[src/hw/rtl/rdz_pkg.sv]
package rdz_pkg;
  // register widths and reset values
  localparam int DZ_W  = 15;
  localparam int MX_W  = 16;
  localparam int CFG_W = 16;
  localparam int OUT_W = 16;
  // quotient magnitude bits, full scale is 2**Q_W - 1
  localparam int Q_W   = 15;
  localparam logic [DZ_W-1:0] DZ_RESET = 15'd8000;
  localparam logic [MX_W-1:0] MX_RESET = 16'd30000;

  // register indexes
  typedef enum logic [0:0] {
    REG_DEAD_ZONE = 1'b0,
    REG_MAX_VALUE = 1'b1
  } cfg_idx_t;
endpackage

[src/hw/rtl/rdz_div_cell.sv]
// one quotient bit of the restoring division, for both axes at once
module rdz_div_cell #(
  parameter int NW = 47,
  parameter int DW = 32,
  parameter int K  = 0,
  parameter int SW = 3
) (
  input  logic                    clk,
  input  logic                    rst_n,
  input  logic                    en,
  input  logic                    vld_i,
  input  logic [NW-1:0]           nx_i,
  input  logic [NW-1:0]           ny_i,
  input  logic [DW-1:0]           d_i,
  input  logic [rdz_pkg::Q_W-1:0] qx_i,
  input  logic [rdz_pkg::Q_W-1:0] qy_i,
  input  logic [SW-1:0]           side_i,
  output logic                    vld_o,
  output logic [NW-1:0]           nx_o,
  output logic [NW-1:0]           ny_o,
  output logic [DW-1:0]           d_o,
  output logic [rdz_pkg::Q_W-1:0] qx_o,
  output logic [rdz_pkg::Q_W-1:0] qy_o,
  output logic [SW-1:0]           side_o
);
  import rdz_pkg::*;

  logic           vld_r;
  logic [NW-1:0]  nx_r, ny_r, dk;
  logic [DW-1:0]  d_r;
  logic [Q_W-1:0] qx_r, qy_r;
  logic [SW-1:0]  side_r;
  logic           gex, gey;

  // compare against the divisor shifted to this bit weight
  always_comb begin
    dk  = NW'(d_i) << K;
    gex = nx_i >= dk;
    gey = ny_i >= dk;
  end

  always_ff @(posedge clk) begin
    if (!rst_n) begin
      vld_r <= 1'b0;
    end else if (en) begin
      vld_r <= vld_i;
    end
  end

  always_ff @(posedge clk) begin
    if (en) begin
      nx_r   <= gex ? nx_i - dk : nx_i;
      ny_r   <= gey ? ny_i - dk : ny_i;
      qx_r   <= {qx_i[Q_W-2:0], gex};
      qy_r   <= {qy_i[Q_W-2:0], gey};
      d_r    <= d_i;
      side_r <= side_i;
    end
  end

  assign vld_o  = vld_r;
  assign nx_o   = nx_r;
  assign ny_o   = ny_r;
  assign d_o    = d_r;
  assign qx_o   = qx_r;
  assign qy_o   = qy_r;
  assign side_o = side_r;
endmodule

[config.mk]
export PLATFORM = sky130hd
export DESIGN_NAME = rdz_div_cell
export DESIGN_NICKNAME = d
export VERILOG_FILES = /design/src/hw/rtl/rdz_pkg.sv /design/src/hw/rtl/rdz_div_cell.sv
export SDC_FILE = /design/constraint.sdc
export NUM_CORES = 1
export LEC_CHECK = 0
export BUFFER_PORTS_ARGS = -buffer_cell sky130_fd_sc_hd__buf_2
export CELL_PAD_IN_SITES_DETAIL_PLACEMENT = 0
export CELL_PAD_IN_SITES_GLOBAL_PLACEMENT = 2
export CORE_UTILIZATION = 34
export CTS_BUF_LIST = sky130_fd_sc_hd__clkbuf_16
export CTS_CLUSTER_SIZE = 20
export DETAILED_ROUTE_END_ITERATION = 6
export MAX_ROUTING_LAYER = met4
export PLACE_DENSITY = 0.92
export REMOVE_ABC_BUFFERS = 1
export SYNTH_ARGS = -nofsm -noshare
export SYNTH_HDL_FRONTEND = slang
export SYNTH_SLANG_ARGS = --single-unit
[constraint.sdc]
create_clock -name clk -period 5.1 [get_ports clk]
set_clock_uncertainty 0.2 [all_clocks]
set_input_delay 0.255 -clock clk [delete_from_list [all_inputs] [get_ports clk]]
set_output_delay 0.255 -clock clk [all_outputs]
set_load 0.02 [all_outputs]
==> impl_metrics.json <==
{
  "hold_violations": 0,
  "synth_edf_count": 159,
  "setup_slack_ns": 1.160,
  "initial_core_util_pct": 34.97,
  "r2r_slack_ns": 3.74,
  "area_growth_pct": 40.34,
  "synth.distinct_cells": 73,
  "async_flop_share_pct": 0,
  "vias": 9410,
  "io_pins": 323,
  "r2r-start": "vld_o",
  "grt_antenna_before_repair": 2,
  "clock_latency_ns": 0.43,
  "synth_flop_cell": "edfxtp_1",
  "htree_levels": 4,
  "dieArea_mm2": 0.03053,
  "die_w_um": 174.7,
  "regArea_mm2": 0.004795,
  "cts_buffer_depth": 2,
  "r2r_end": "vld_o",
  "final-setup-viol-count": 0,
  "synth_area_per_cell_um2": 10.20,
  "drt-vias-per-instance": 5.081,
  "drtIter0Drc": 531,
  "cp-end-kind": "flop",
  "ant_nets": 0,
  "path_class": "input port to flop",
  "vdd_ir_drop_max_uv": 186.7,
  "maxSlewHeadroom_pct": 41.88,
  "cp_slowest_cell": "inv_2",
  "worstPathRequired_ns": 5.08,
  "fin_util_pct": 49.07,
  "critPathArrivalTime_ns": 3.92,
  "dp_hpwl_mm": 25.19,
  "yosysWarnings": 0,
  "slowest_delay_ns": 0.64,
  "gp_congestion": 0.8951,
  "track_usage_pct": 21.96,
  "tns_ns": 0,
  "crit_path_max_fanout": 50,
  "drv_cap": 0,
  "max_freq_mhz": 253.8,
  "core_area_mm2": 0.02901,
  "synth_top_area_share_pct": 47.06,
  "grt_pass1_vias": 9304,
  "pre_cts_ws_ns": 1.250,
  "period_minus_slack_ns": 3.940,
  "finalMaxSlewViolations": 0,
  "multi_input_area_mm2": 0.004995,
  "wl_per_cell_um": 17.81,
  "start_kind": "input port",
  "routed_wl_mm": 32.99,
  "crit_end": "nx_o[9]",
  "path_cells": "dlygate4sd3_1 -> buf_2 -> inv_1 -> ha_1 -> nand4_1 -> nor4b_1 -> nand3_1 -> o21ai_2 -> nor3_4 -> inv_2 -> mux2_2",
  "rsz0062_at_grt": "no",
  "worst-slew-pin-transition_ns": 0.8705,
  "port-buffer-count": 320,
  "die_y_um": 174.7,
  "status": "completed",
  "fin_nets": 1682,
  "r2r_cells": 3,
  "syn_area_mm2": 0.01014,
  "grt_overflow_total": 0,
  "grt_pass1_wl_mm": 50.14,
  "fin_area_mm2": 0.01424,
  "ys_ff_latch": 160,
  "cts_num_sinks": 160,
  "placed_area_mm2": 0.01210,
  "synth_area_leader_cell": "edfxtp_1",
  "power_leakage_uw": 0.005981,
  "fill_cells": 2722,
  "crit_start": "d_i[18]",
  "grt_max_degree": 72,
  "synth.area.top_cells": "edfxtp_1, ha_1, a21oi_1",
  "layout-drive-gt1-share_pct": 26.13,
  "clk_pin_slew_ns": 0.07,
  "postCtsSetupRepairBufs": 0,
  "dr.pass1.iters": 5,
  "drc": 0,
  "min_path_type": "input port to flop",
  "cts_root_buffer": "clkbuf_16",
  "rows": 62,
  "power_density_mw_per_mm2": 293.5,
  "syn_inst": 995,
  "finalCritPeriodShare_pct": 77.25,
  "yosysSeqAreaShare_pct": 47.26,
  "cts_made_buffers": 17,
  "cts_tree": "built"
}
## metrics by stage
step                instances  hold WS [ns]  power [µW]
finish                   1852       0.01654        4179
global route             1852       0.01055        4377
CTS                      1850     0.0003804        4222
detailed placement       1666        0.2334        2789
global placement         1666        0.2311        2781
floorplan                 958        0.1539        2383
## timing repair
item	CTS	global route
hold buffers	152	0
hold endpoints to repair	151	0
resized for setup	0	0
## registers in the layout, indices dropped and copies added, names as in the netlist
register / count
qy_o: 15
nx_o: 47
vld_o: 1
ny_o: 47
d_o: 32
qx_o: 15
side_o: 3
## routing by layer
layer  vias to the layer above  GRT usage, %  wire, µm
met5                         -             -         0
met4                         0         6.703       653
met3                        35         2.872      1457
met2                       322         37.80     16500
met1                      4411         26.67     14380
li1                       4642             -         -
## Yosys cell counts (3+ instances only)
cell type	number
edfxtp_1	159
or3_1	9
xnor2_1	39
a2111oi_2	3
ha_1	64
nand3_1	12
a31oi_1	6
nor2_1	67
o21ai_0	70
a211oi_1	9
or4_1	6
clkbuf_1	23
nand2_1	98
nand2b_1	8
nor3_2	3
and3_1	8
and2_1	4
or2_2	4
a211o_1	4
o2111ai_1	3
inv_1	49
buf_2	9
a21o_1	37
a221oi_1	5
o21bai_1	10
a21oi_1	92
o21a_1	10
nand4_1	20
o211ai_1	10
nor2b_1	5
nor3_1	26
xor2_1	45
nor4_1	17
nor3b_1	3
o31ai_1	6
## layout make-up
cell class,count,area share [%]
inverter,51,1.345
clock inverter,15,1.309
clock buffer,17,2.988
tap,384,3.375
sequential,160,33.68
antenna,2,0.03515
multi-input combinational,747,35.08
timing repair buffer,476,22.19
## how the worst min path moves through the flow
| stage | from | end | cells past startpoint |
|---|---|---|---|
| 6_report | nx_i[14] | nx_o[14] | 3 |
| 2_1_floorplan | d_i[0] | d_o[0] | 0 |
| 3_5_place_dp | qx_i[3] | qx_o[4] | 1 |
| 4_1_cts | nx_i[14] | nx_o[14] | 3 |
| 5_1_grt | nx_i[20] | nx_o[20] | 3 |
| 3_3_place_gp | qy_i[6] | qy_o[7] | 1 |
## worst max-delay path, delay by kind of cell
family,cells,cell delay [ns]
adder cells (fa/ha/maj),1,0.44
buffers and inverters,4,1.38
AND/OR/NAND/NOR,4,1.05
AO/OA/AOI/OAI,1,0.35
multiplexers,1,0.41
## power by group
part | leakage (µW) | total [µW] | internal (µW) | switching (µW)
clock network | 0.000297 | 1320 | 669 | 653
logic | 0.00412 | 1190 | 468 | 718
registers | 0.00157 | 1670 | 1630 | 37.1
total | 0.00598 | 4180 | 2770 | 1410
## cell usage in the layout (no fill, tap or decap), types with 4 or more instances in the layout
cell,count
a21oi_1,92
inv_1,49
nand2b_1,8
or2_2,4
and3_1,8
clkbuf_16,17
ha_1,64
nand3_1,12
dlygate4sd3_1,152
inv_8,4
o21ai_0,70
a211oi_1,9
o21bai_1,10
and2_1,4
nor2b_1,5
or3_1,9
nand2_1,98
nor2_1,67
a221oi_1,5
buf_2,319
nand4_1,20
clkinv_8,5
edfxtp_1,159
a31oi_1,6
a21o_1,37
o21a_1,10
buf_4,4
o31ai_1,6
nor4_1,17
or4_1,6
a211o_1,4
xnor2_1,39
o211ai_1,10
xor2_1,45
nor3_1,26
## cell families after synthesis
| logic type | count (synthesis) | share of synthesized area, % |
|---|---|---|
| and+or+nand+nor | 303 | 14.79 |
| AOI/OAI and AO/OA | 290 | 18.41 |
| DFF | 160 | 47.26 |
| buffers and inverters | 88 | 3.577 |
| xor gates and xnor gates | 84 | 7.252 |
| adders and majority gates | 66 | 8.288 |
| muxes | 4 | 0.4193 |
(Power assumes the default switching activity.)
