<file path="config.mk">
export PLATFORM = sky130hd
export DESIGN_NAME = rdz_sqrt_cell
export DESIGN_NICKNAME = d
export VERILOG_FILES = /design/src/hw/rtl/rdz_sqrt_cell.sv
export SDC_FILE = /design/constraint.sdc
export NUM_CORES = 1
export LEC_CHECK = 0
export BUFFER_PORTS_ARGS = -buffer_cell sky130_fd_sc_hd__buf_2
export CAP_MARGIN = 20
export CORE_MARGIN = 1
export CORE_UTILIZATION = 43
export DETAILED_ROUTE_END_ITERATION = 8
export HOLD_SLACK_MARGIN = 0.05
export PLACE_DENSITY = 0.83
export SYNTH_ARGS = -nofsm -noshare
export SYNTH_HDL_FRONTEND = slang
export SYNTH_SLANG_ARGS = --single-unit
</file>
<file path="constraint.sdc">
create_clock -name clk -period 2.56 [get_ports clk]
set_input_delay 0.512 -clock clk [delete_from_list [all_inputs] [get_ports clk]]
set_output_delay 0.512 -clock clk [all_outputs]
set_load 0.01 [all_outputs]
</file>
<file path="src/hw/rtl/rdz_sqrt_cell.sv">
// one digit of the restoring square root, two radicand bits per cell
module rdz_sqrt_cell #(
  parameter int AW  = 16,
  parameter int IDX = 0,
  parameter int SW  = 8
) (
  input  logic            clk,
  input  logic            rst_n,
  input  logic            en,
  input  logic            vld_i,
  input  logic [2*AW-1:0] rad_i,
  input  logic [AW+1:0]   rem_i,
  input  logic [AW-1:0]   root_i,
  input  logic [SW-1:0]   side_i,
  output logic            vld_o,
  output logic [2*AW-1:0] rad_o,
  output logic [AW+1:0]   rem_o,
  output logic [AW-1:0]   root_o,
  output logic [SW-1:0]   side_o
);
  logic            vld_r;
  logic [2*AW-1:0] rad_r;
  logic [AW+1:0]   rem_r, rem_nxt, rem_sh, trial;
  logic [AW-1:0]   root_r, root_nxt;
  logic [SW-1:0]   side_r;

  // bring down the next bit pair and try the next root bit
  always_comb begin
    rem_sh = {rem_i[AW-1:0], rad_i[2*IDX+1], rad_i[2*IDX]};
    trial  = {root_i, 2'b01};
    if (rem_sh >= trial) begin
      rem_nxt  = rem_sh - trial;
      root_nxt = {root_i[AW-2:0], 1'b1};
    end else begin
      rem_nxt  = rem_sh;
      root_nxt = {root_i[AW-2:0], 1'b0};
    end
  end

  always_ff @(posedge clk) begin
    if (!rst_n) begin
      vld_r <= 1'b0;
    end else if (en) begin
      vld_r <= vld_i;
    end
  end

  always_ff @(posedge clk) begin
    if (en) begin
      rad_r  <= rad_i;
      rem_r  <= rem_nxt;
      root_r <= root_nxt;
      side_r <= side_i;
    end
  end

  assign vld_o  = vld_r;
  assign rad_o  = rad_r;
  assign rem_o  = rem_r;
  assign root_o = root_r;
  assign side_o = side_r;
endmodule

</file>
==> results of run 1 <==
-- cell type report --
class / count / area [µm²]
Clock inverter: 7 / 107.6
Inverter: 23 / 86.33
Clock buffer: 9 / 123.9
Tap cell: 102 / 127.6
Timing Repair Buffer: 190 / 1091
Fill cell: 619 / 2880
Sequential cell: 75 / 2242
Multi-Input combinational cell: 145 / 1189
-- metal layers --
metal	part of all wire, %	wire length, µm	vias to the layer above	track usage (%)
li1	-	-	1332	-
met4	0.99	82	0	6.154
met2	51	4169	106	34.44
met3	7.1	586	6	5.419
met1	41	3416	1243	22.99
met5	0	0	-	0
-- how the worst max path moves through the flow --
stage	endpoint	slack (ns)	cells past startpoint
6_report	rem_o[16]	0.18	8
5_1_grt	rem_o[16]	0.06	9
4_1_cts	rem_o[16]	0.21	8
3_5_place_dp	rem_o[16]	-0.16	8
3_3_place_gp	rem_o[16]	-0.13	9
2_1_floorplan	rem_o[10]	0.03	9
-- per-stage QoR --
step | power (µW) | area (µm²) | hold WS, ns | instances
finish | 3284 | 4967 | 0.3303 | 551
global route | 3428 | 4967 | 0.3079 | 551
CTS | 3308 | 4967 | 0.3192 | 551
detailed placement | 2253 | 4736 | 0.5444 | 535
global placement | 2230 | 4736 | 0.4906 | 535
floorplan | 1914 | 3545 | 0.5383 | 246
-- sequential cells by signal (all words and copies together), names as in the netlist --
signal / flops
side_o: 8
vld_o: 1
rem_o: 18
rad_o: 32
root_o: 16
-- Yosys cell counts, drive strengths merged --
| master | number | area (µm²) |
|---|---|---|
| nor2b | 2 | 12.51 |
| a31oi | 4 | 40.04 |
| o21ai | 11 | 70.07 |
| a221oi | 1 | 15.01 |
| dfxtp | 1 | 20.02 |
| a21oi | 17 | 111.4 |
| and2 | 1 | 6.260 |
| mux2 | 16 | 206.5 |
| nand2b | 3 | 18.77 |
| edfxtp | 74 | 2222 |
| o22ai | 1 | 6.260 |
| xnor2 | 7 | 61.31 |
| o211a | 1 | 10.01 |
| and3 | 2 | 13.77 |
| inv | 23 | 86.33 |
| o211ai | 2 | 15.01 |
| o2111ai | 2 | 17.52 |
| ha | 18 | 225.2 |
| nor3 | 6 | 35.03 |
| a211oi | 2 | 15.01 |
| and4 | 3 | 26.28 |
| nand2 | 10 | 37.54 |
| nand3 | 5 | 42.54 |
| a21o | 3 | 22.52 |
| o221ai | 1 | 8.760 |
| buf | 3 | 27.52 |
| mux2i | 2 | 20.02 |
| o31ai | 1 | 7.510 |
| xor2 | 6 | 52.55 |
| a311oi | 1 | 8.760 |
| a221o | 1 | 10.01 |
| o21a | 2 | 15.01 |
| a2111oi | 1 | 8.760 |
| nor2 | 13 | 48.80 |
-- power groups by stage --
stage	registers, µW	logic (µW)	clock network (µW)
final	1510	710	1060
after global placement	1540	695	0
after detailed placement	1540	712	0
after CTS	1510	716	1080
after floorplan	1610	305	0
after global routing	1520	775	1130
-- critical path, stage by stage --
cell,delay (ns)
buf_2,0.11
ha_1,0.35
a21oi_2,0.25
o221ai_1,0.18
a2111oi_0,0.46
o22ai_1,0.19
xor2_1,0.17
mux2_4,0.27
-- logic make-up after synthesis --
logic type	Yosys count	synth area share, %
DFF	75	63.25
AOI/OAI and AO/OA	51	10.77
and+or+nand+nor	45	6.813
buffers and inverters	26	3.212
muxes	18	6.389
adders and majority gates	18	6.354
xor gates and xnor gates	13	3.212
==> out/qor.yml, run 1 <==
status: "finished clean"
clockBufferDepth: 2
port_buffers: 150
pwr-share-seq_pct: 46.0
ir_worst_vdd_uv: 295.3
dp_hpwl_um: 6369
tns_ns: 0
power_frac_comb_pct: 21.6
antenna_found_initial: 0
start_kind: "input port"
routed-via-count: 2687
drive_above_1_share_pct: 52.34
nets: 540
critPathKind: "in -> reg"
arrival_ns: 2.48
hold_start: "side_i[2]"
netlist_instances: 246
clockRootBuffer: "clkbuf_8"
ctsHoldBuffers: 0
leakage_uw: 0.002263
holdPathStages: 1
slew_headroom_pct: 65.18
powerDensity_nw_per_um2: 661.0
io-pin-count: 153
reg2reg_from: "vld_o"
cp-end-kind: "flop"
min_period_ns: 2.378
rows: 32
fp.dieH_um: 92.80
synth_cell_types: 45
grt_pass1_wl_um: 12660
hold_end: "side_o[2]"
internal_power_uw: 2411
core_um2: 7848
tritoncts: "done"
antennaDiodeCount: 0
layout_commonest_cell: "buf_2"
hold_class: "in -> reg"
startpoint: "rem_i[7]"
max_freq_mhz: 420.6
finClkSkew_ns: 0
reg2reg_to: "vld_o"
r2r_setup_slack_ns: 1.87
drv_cap: 0
ctsHtreeMaxLevel: 3
clockPowerShare_pct: 32.3
post-place-ws_ns: -0.1634
grt-ovfl-total: 0
post-cts-setup-buffers: 0
first_global_vias: 2581
syn_to_final_growth_pct: 40.13
first_pass_iters: 4
worst_slew_pin_slew_ns: 0.5223
hold_viol: 0
cts.clk_slew.worst_paths_ns: 0.09
clock_sinks: 75
syn-cell-area_um2: 3545
ys_seq_area_share_pct: 63.25
ant_nets: 0
grt_start_max_net_pins: 39
drc: 0
initial_core_util_pct: 45.17
rr_worst_depth: 2
cts_resized: 0
cts_buffers: 9
finalCritPeriodShare_pct: 92.88
syn_area_per_cell_um2: 14.41
p_switching_uw: 872.4
syn_nets: 342
worst_ep_required_time_ns: 2.67
swShare_pct: 26.57
maxSlewViolCount: 0
critPathMaxFanout: 5
track_usage_pct: 19.55
drt-total-wl_um: 8255
via_per_inst: 4.877
wl_per_cell_um: 14.98
ys_ff_latch: 75
die-width_um: 92.80
clock_latency_ns: 0.34
finish.utilization_pct: 63.30
yosysWarnings: 0
layout_common_cells: "buf_2 (149), edfxtp_1 (74), buf_4 (38), inv_1 (23), ha_1 (18)"
setup_violations: 0
drtIter0Drc: 106
die_area_um2: 8611
gp_congestion: 0.8342
setup_ws_ns: 0.1823
rsz0062_at_grt: "no"
No activity file was read; power rests on OpenSTA's default activity.
==> inputs of run 2 (changes only) <==
- MAX_ROUTING_LAYER: unset -> met4
==> out/qor.yml, run 2 (synthesized netlist as in run 1, its figures left out) <==
die-width_um: 92.80  # unchanged
clockBufferDepth: 2  # unchanged
via_per_inst: 5.067  # +3.9%
layout_commonest_cell: "buf_2"
setup_violations: 0  # unchanged
ctsHtreeMaxLevel: 3  # unchanged
port_buffers: 150  # unchanged
cts_resized: 0  # unchanged
gp_congestion: 0.8056  # -3.4%
instances_no_fill: 551  # unchanged
holdPathStages: 1  # unchanged
layout_common_cells: "buf_2 (149), edfxtp_1 (74), buf_4 (38), inv_1 (23), ha_1 (18)"
crit_family: "compound AO/OA/AOI/OAI gates"
post-cts-setup-buffers: 0  # unchanged
n_fill_cell: 618  # -0.16%
tns_ns: 0  # unchanged
fp.dieH_um: 92.80  # unchanged
drt-total-wl_um: 9016  # +9.2%
clockPowerShare_pct: 29.7  # -2.6 points
wl_per_cell_um: 16.36  # +9.2%
power.total_uw: 3180  # -3.2%
arrival_ns: 2.50  # +0.02 ns
critPathMaxFanout: 5  # unchanged
hold_start: "side_i[6]"
hold_class: "in -> reg"
ant_nets: 0  # unchanged
grt_start_max_net_pins: 48  # +23%
rows: 32  # unchanged
ir_worst_vdd_uv: 291.9  # -1.1%
p_switching_uw: 881.8  # +1.1%
placedCellCount: 535  # unchanged
reg2reg_to: "vld_o"
core_um2: 7848  # unchanged
worst-path-buf-inv: 1  # unchanged
syn_to_final_growth_pct: 39.25
antennaDiodeCount: 0  # unchanged
max_freq_mhz: 418.0  # -0.61%
antenna_found_initial: 0  # unchanged
finish.utilization_pct: 62.90  # -0.40 points
cts.clk_slew.worst_paths_ns: 0.09  # about the same
hold_viol: 0  # unchanged
slowest_stage: "a2111oi_0"
grt-ovfl-total: 0  # unchanged
min_period_ns: 2.392  # +0.01455 ns
worst_ep_required_time_ns: 2.67  # about the same
status: "finished clean"
io-pin-count: 153  # unchanged
drive_above_1_share_pct: 52.12  # -0.22 points
cpPeakStageDelay_ns: 0.43  # -0.03 ns
worst_slew_pin_slew_ns: 0.4117  # -0.1106 ns
holdWs_ns: 0.3249  # -0.005371 ns
powerDensity_nw_per_um2: 644.2  # -2.6%
routed-via-count: 2792  # +3.9%
finClkSkew_ns: 0  # unchanged
initial_core_util_pct: 45.17  # unchanged
pwr-share-seq_pct: 47.7  # +1.7 points
dp_hpwl_um: 6785  # +6.5%
regArea_um2: 2242  # unchanged
die_area_um2: 8611  # unchanged
crit_chain: "buf_2, ha_1, a21oi_2, o221ai_1, a2111oi_0, o22ai_1, xor2_1, mux2_4"
grt_pass1_wl_um: 13790  # +8.9%
tritoncts: "done"
track_usage_pct: 22.14  # +2.6 points
first_global_vias: 2757  # +6.8%
multi_input_area_um2: 1189  # unchanged
rr_worst_depth: 2  # unchanged
clock_latency_ns: 0.35  # about the same
power_frac_comb_pct: 22.7  # +1.1 points
ctsHoldBuffers: 0  # unchanged
leakage_uw: 0.002246  # -0.74%
finalCritPeriodShare_pct: 93.45  # +0.57 points
rsz0062_at_grt: "no"
drtIter0Drc: 98  # -7.5%
critPathKind: "in -> reg"
r2r_setup_slack_ns: 1.93  # +0.06 ns
nets: 540  # unchanged
clockRootBuffer: "clkbuf_8"
swShare_pct: 27.73  # +1.2 points
drv_cap: 0  # unchanged
internal_power_uw: 2298  # -4.7%
hold_end: "side_o[6]"
largest_reg_flops: 32  # unchanged
maxSlewViolCount: 0  # unchanged
cp-end-kind: "flop"
drc: 0  # unchanged
reg2reg_from: "vld_o"
slew_headroom_pct: 72.55  # +7.4 points
first_pass_iters: 4  # unchanged
start_kind: "input port"
clock_sinks: 75  # unchanged
cts_buffers: 9  # unchanged
-- run 2: cell type report --
class,count,share of cell area (%)
repair buffers,190,22.10
flip-flops and latches,75,45.42
multi-input cells,145,24.08
inverters,23,1.749
clock inverters,7,1.546
clock buffers,9,2.510
well taps,102,2.586
-- run 2: layer usage --
layer	GRT usage (%)	vias to the layer above	wire length, µm
met5	-	-	0
met4	9.231	0	114
met3	4.516	12	555
met2	37.32	119	4654
met1	25.75	1331	3692
li1	-	1330	-
-- run 2: metrics by stage --
step / instance area, µm² / setup slack, ns
after floorplan: 3545 / 0.03451
after global placement: 4736 / -0.1376
after detailed placement: 4736 / -0.2079
after CTS: 4936 / 0.1670
after global routing: 4936 / 0.02173
final: 4936 / 0.1678
-- run 2: worst max-delay path by stage --
stage | startpoint | end | slack, ns | cells past startpoint
after floorplan | root_i[1] | rem_o[10] | 0.03 | 9
after global placement | root_i[7] | rem_o[16] | -0.14 | 9
after detailed placement | rem_i[7] | rem_o[16] | -0.21 | 8
after CTS | rem_i[7] | rem_o[16] | 0.17 | 8
after global routing | root_i[7] | rem_o[16] | 0.02 | 9
final | rem_i[7] | rem_o[16] | 0.17 | 8
-- run 2: power groups by stage --
stage	clock network (µW)	logic [µW]	registers [µW]
3_5_place_dp	0	719	1540
3_3_place_gp	0	696	1540
6_report	943	721	1520
2_1_floorplan	0	305	1610
4_1_cts	960	723	1520
5_1_grt	1000	783	1530
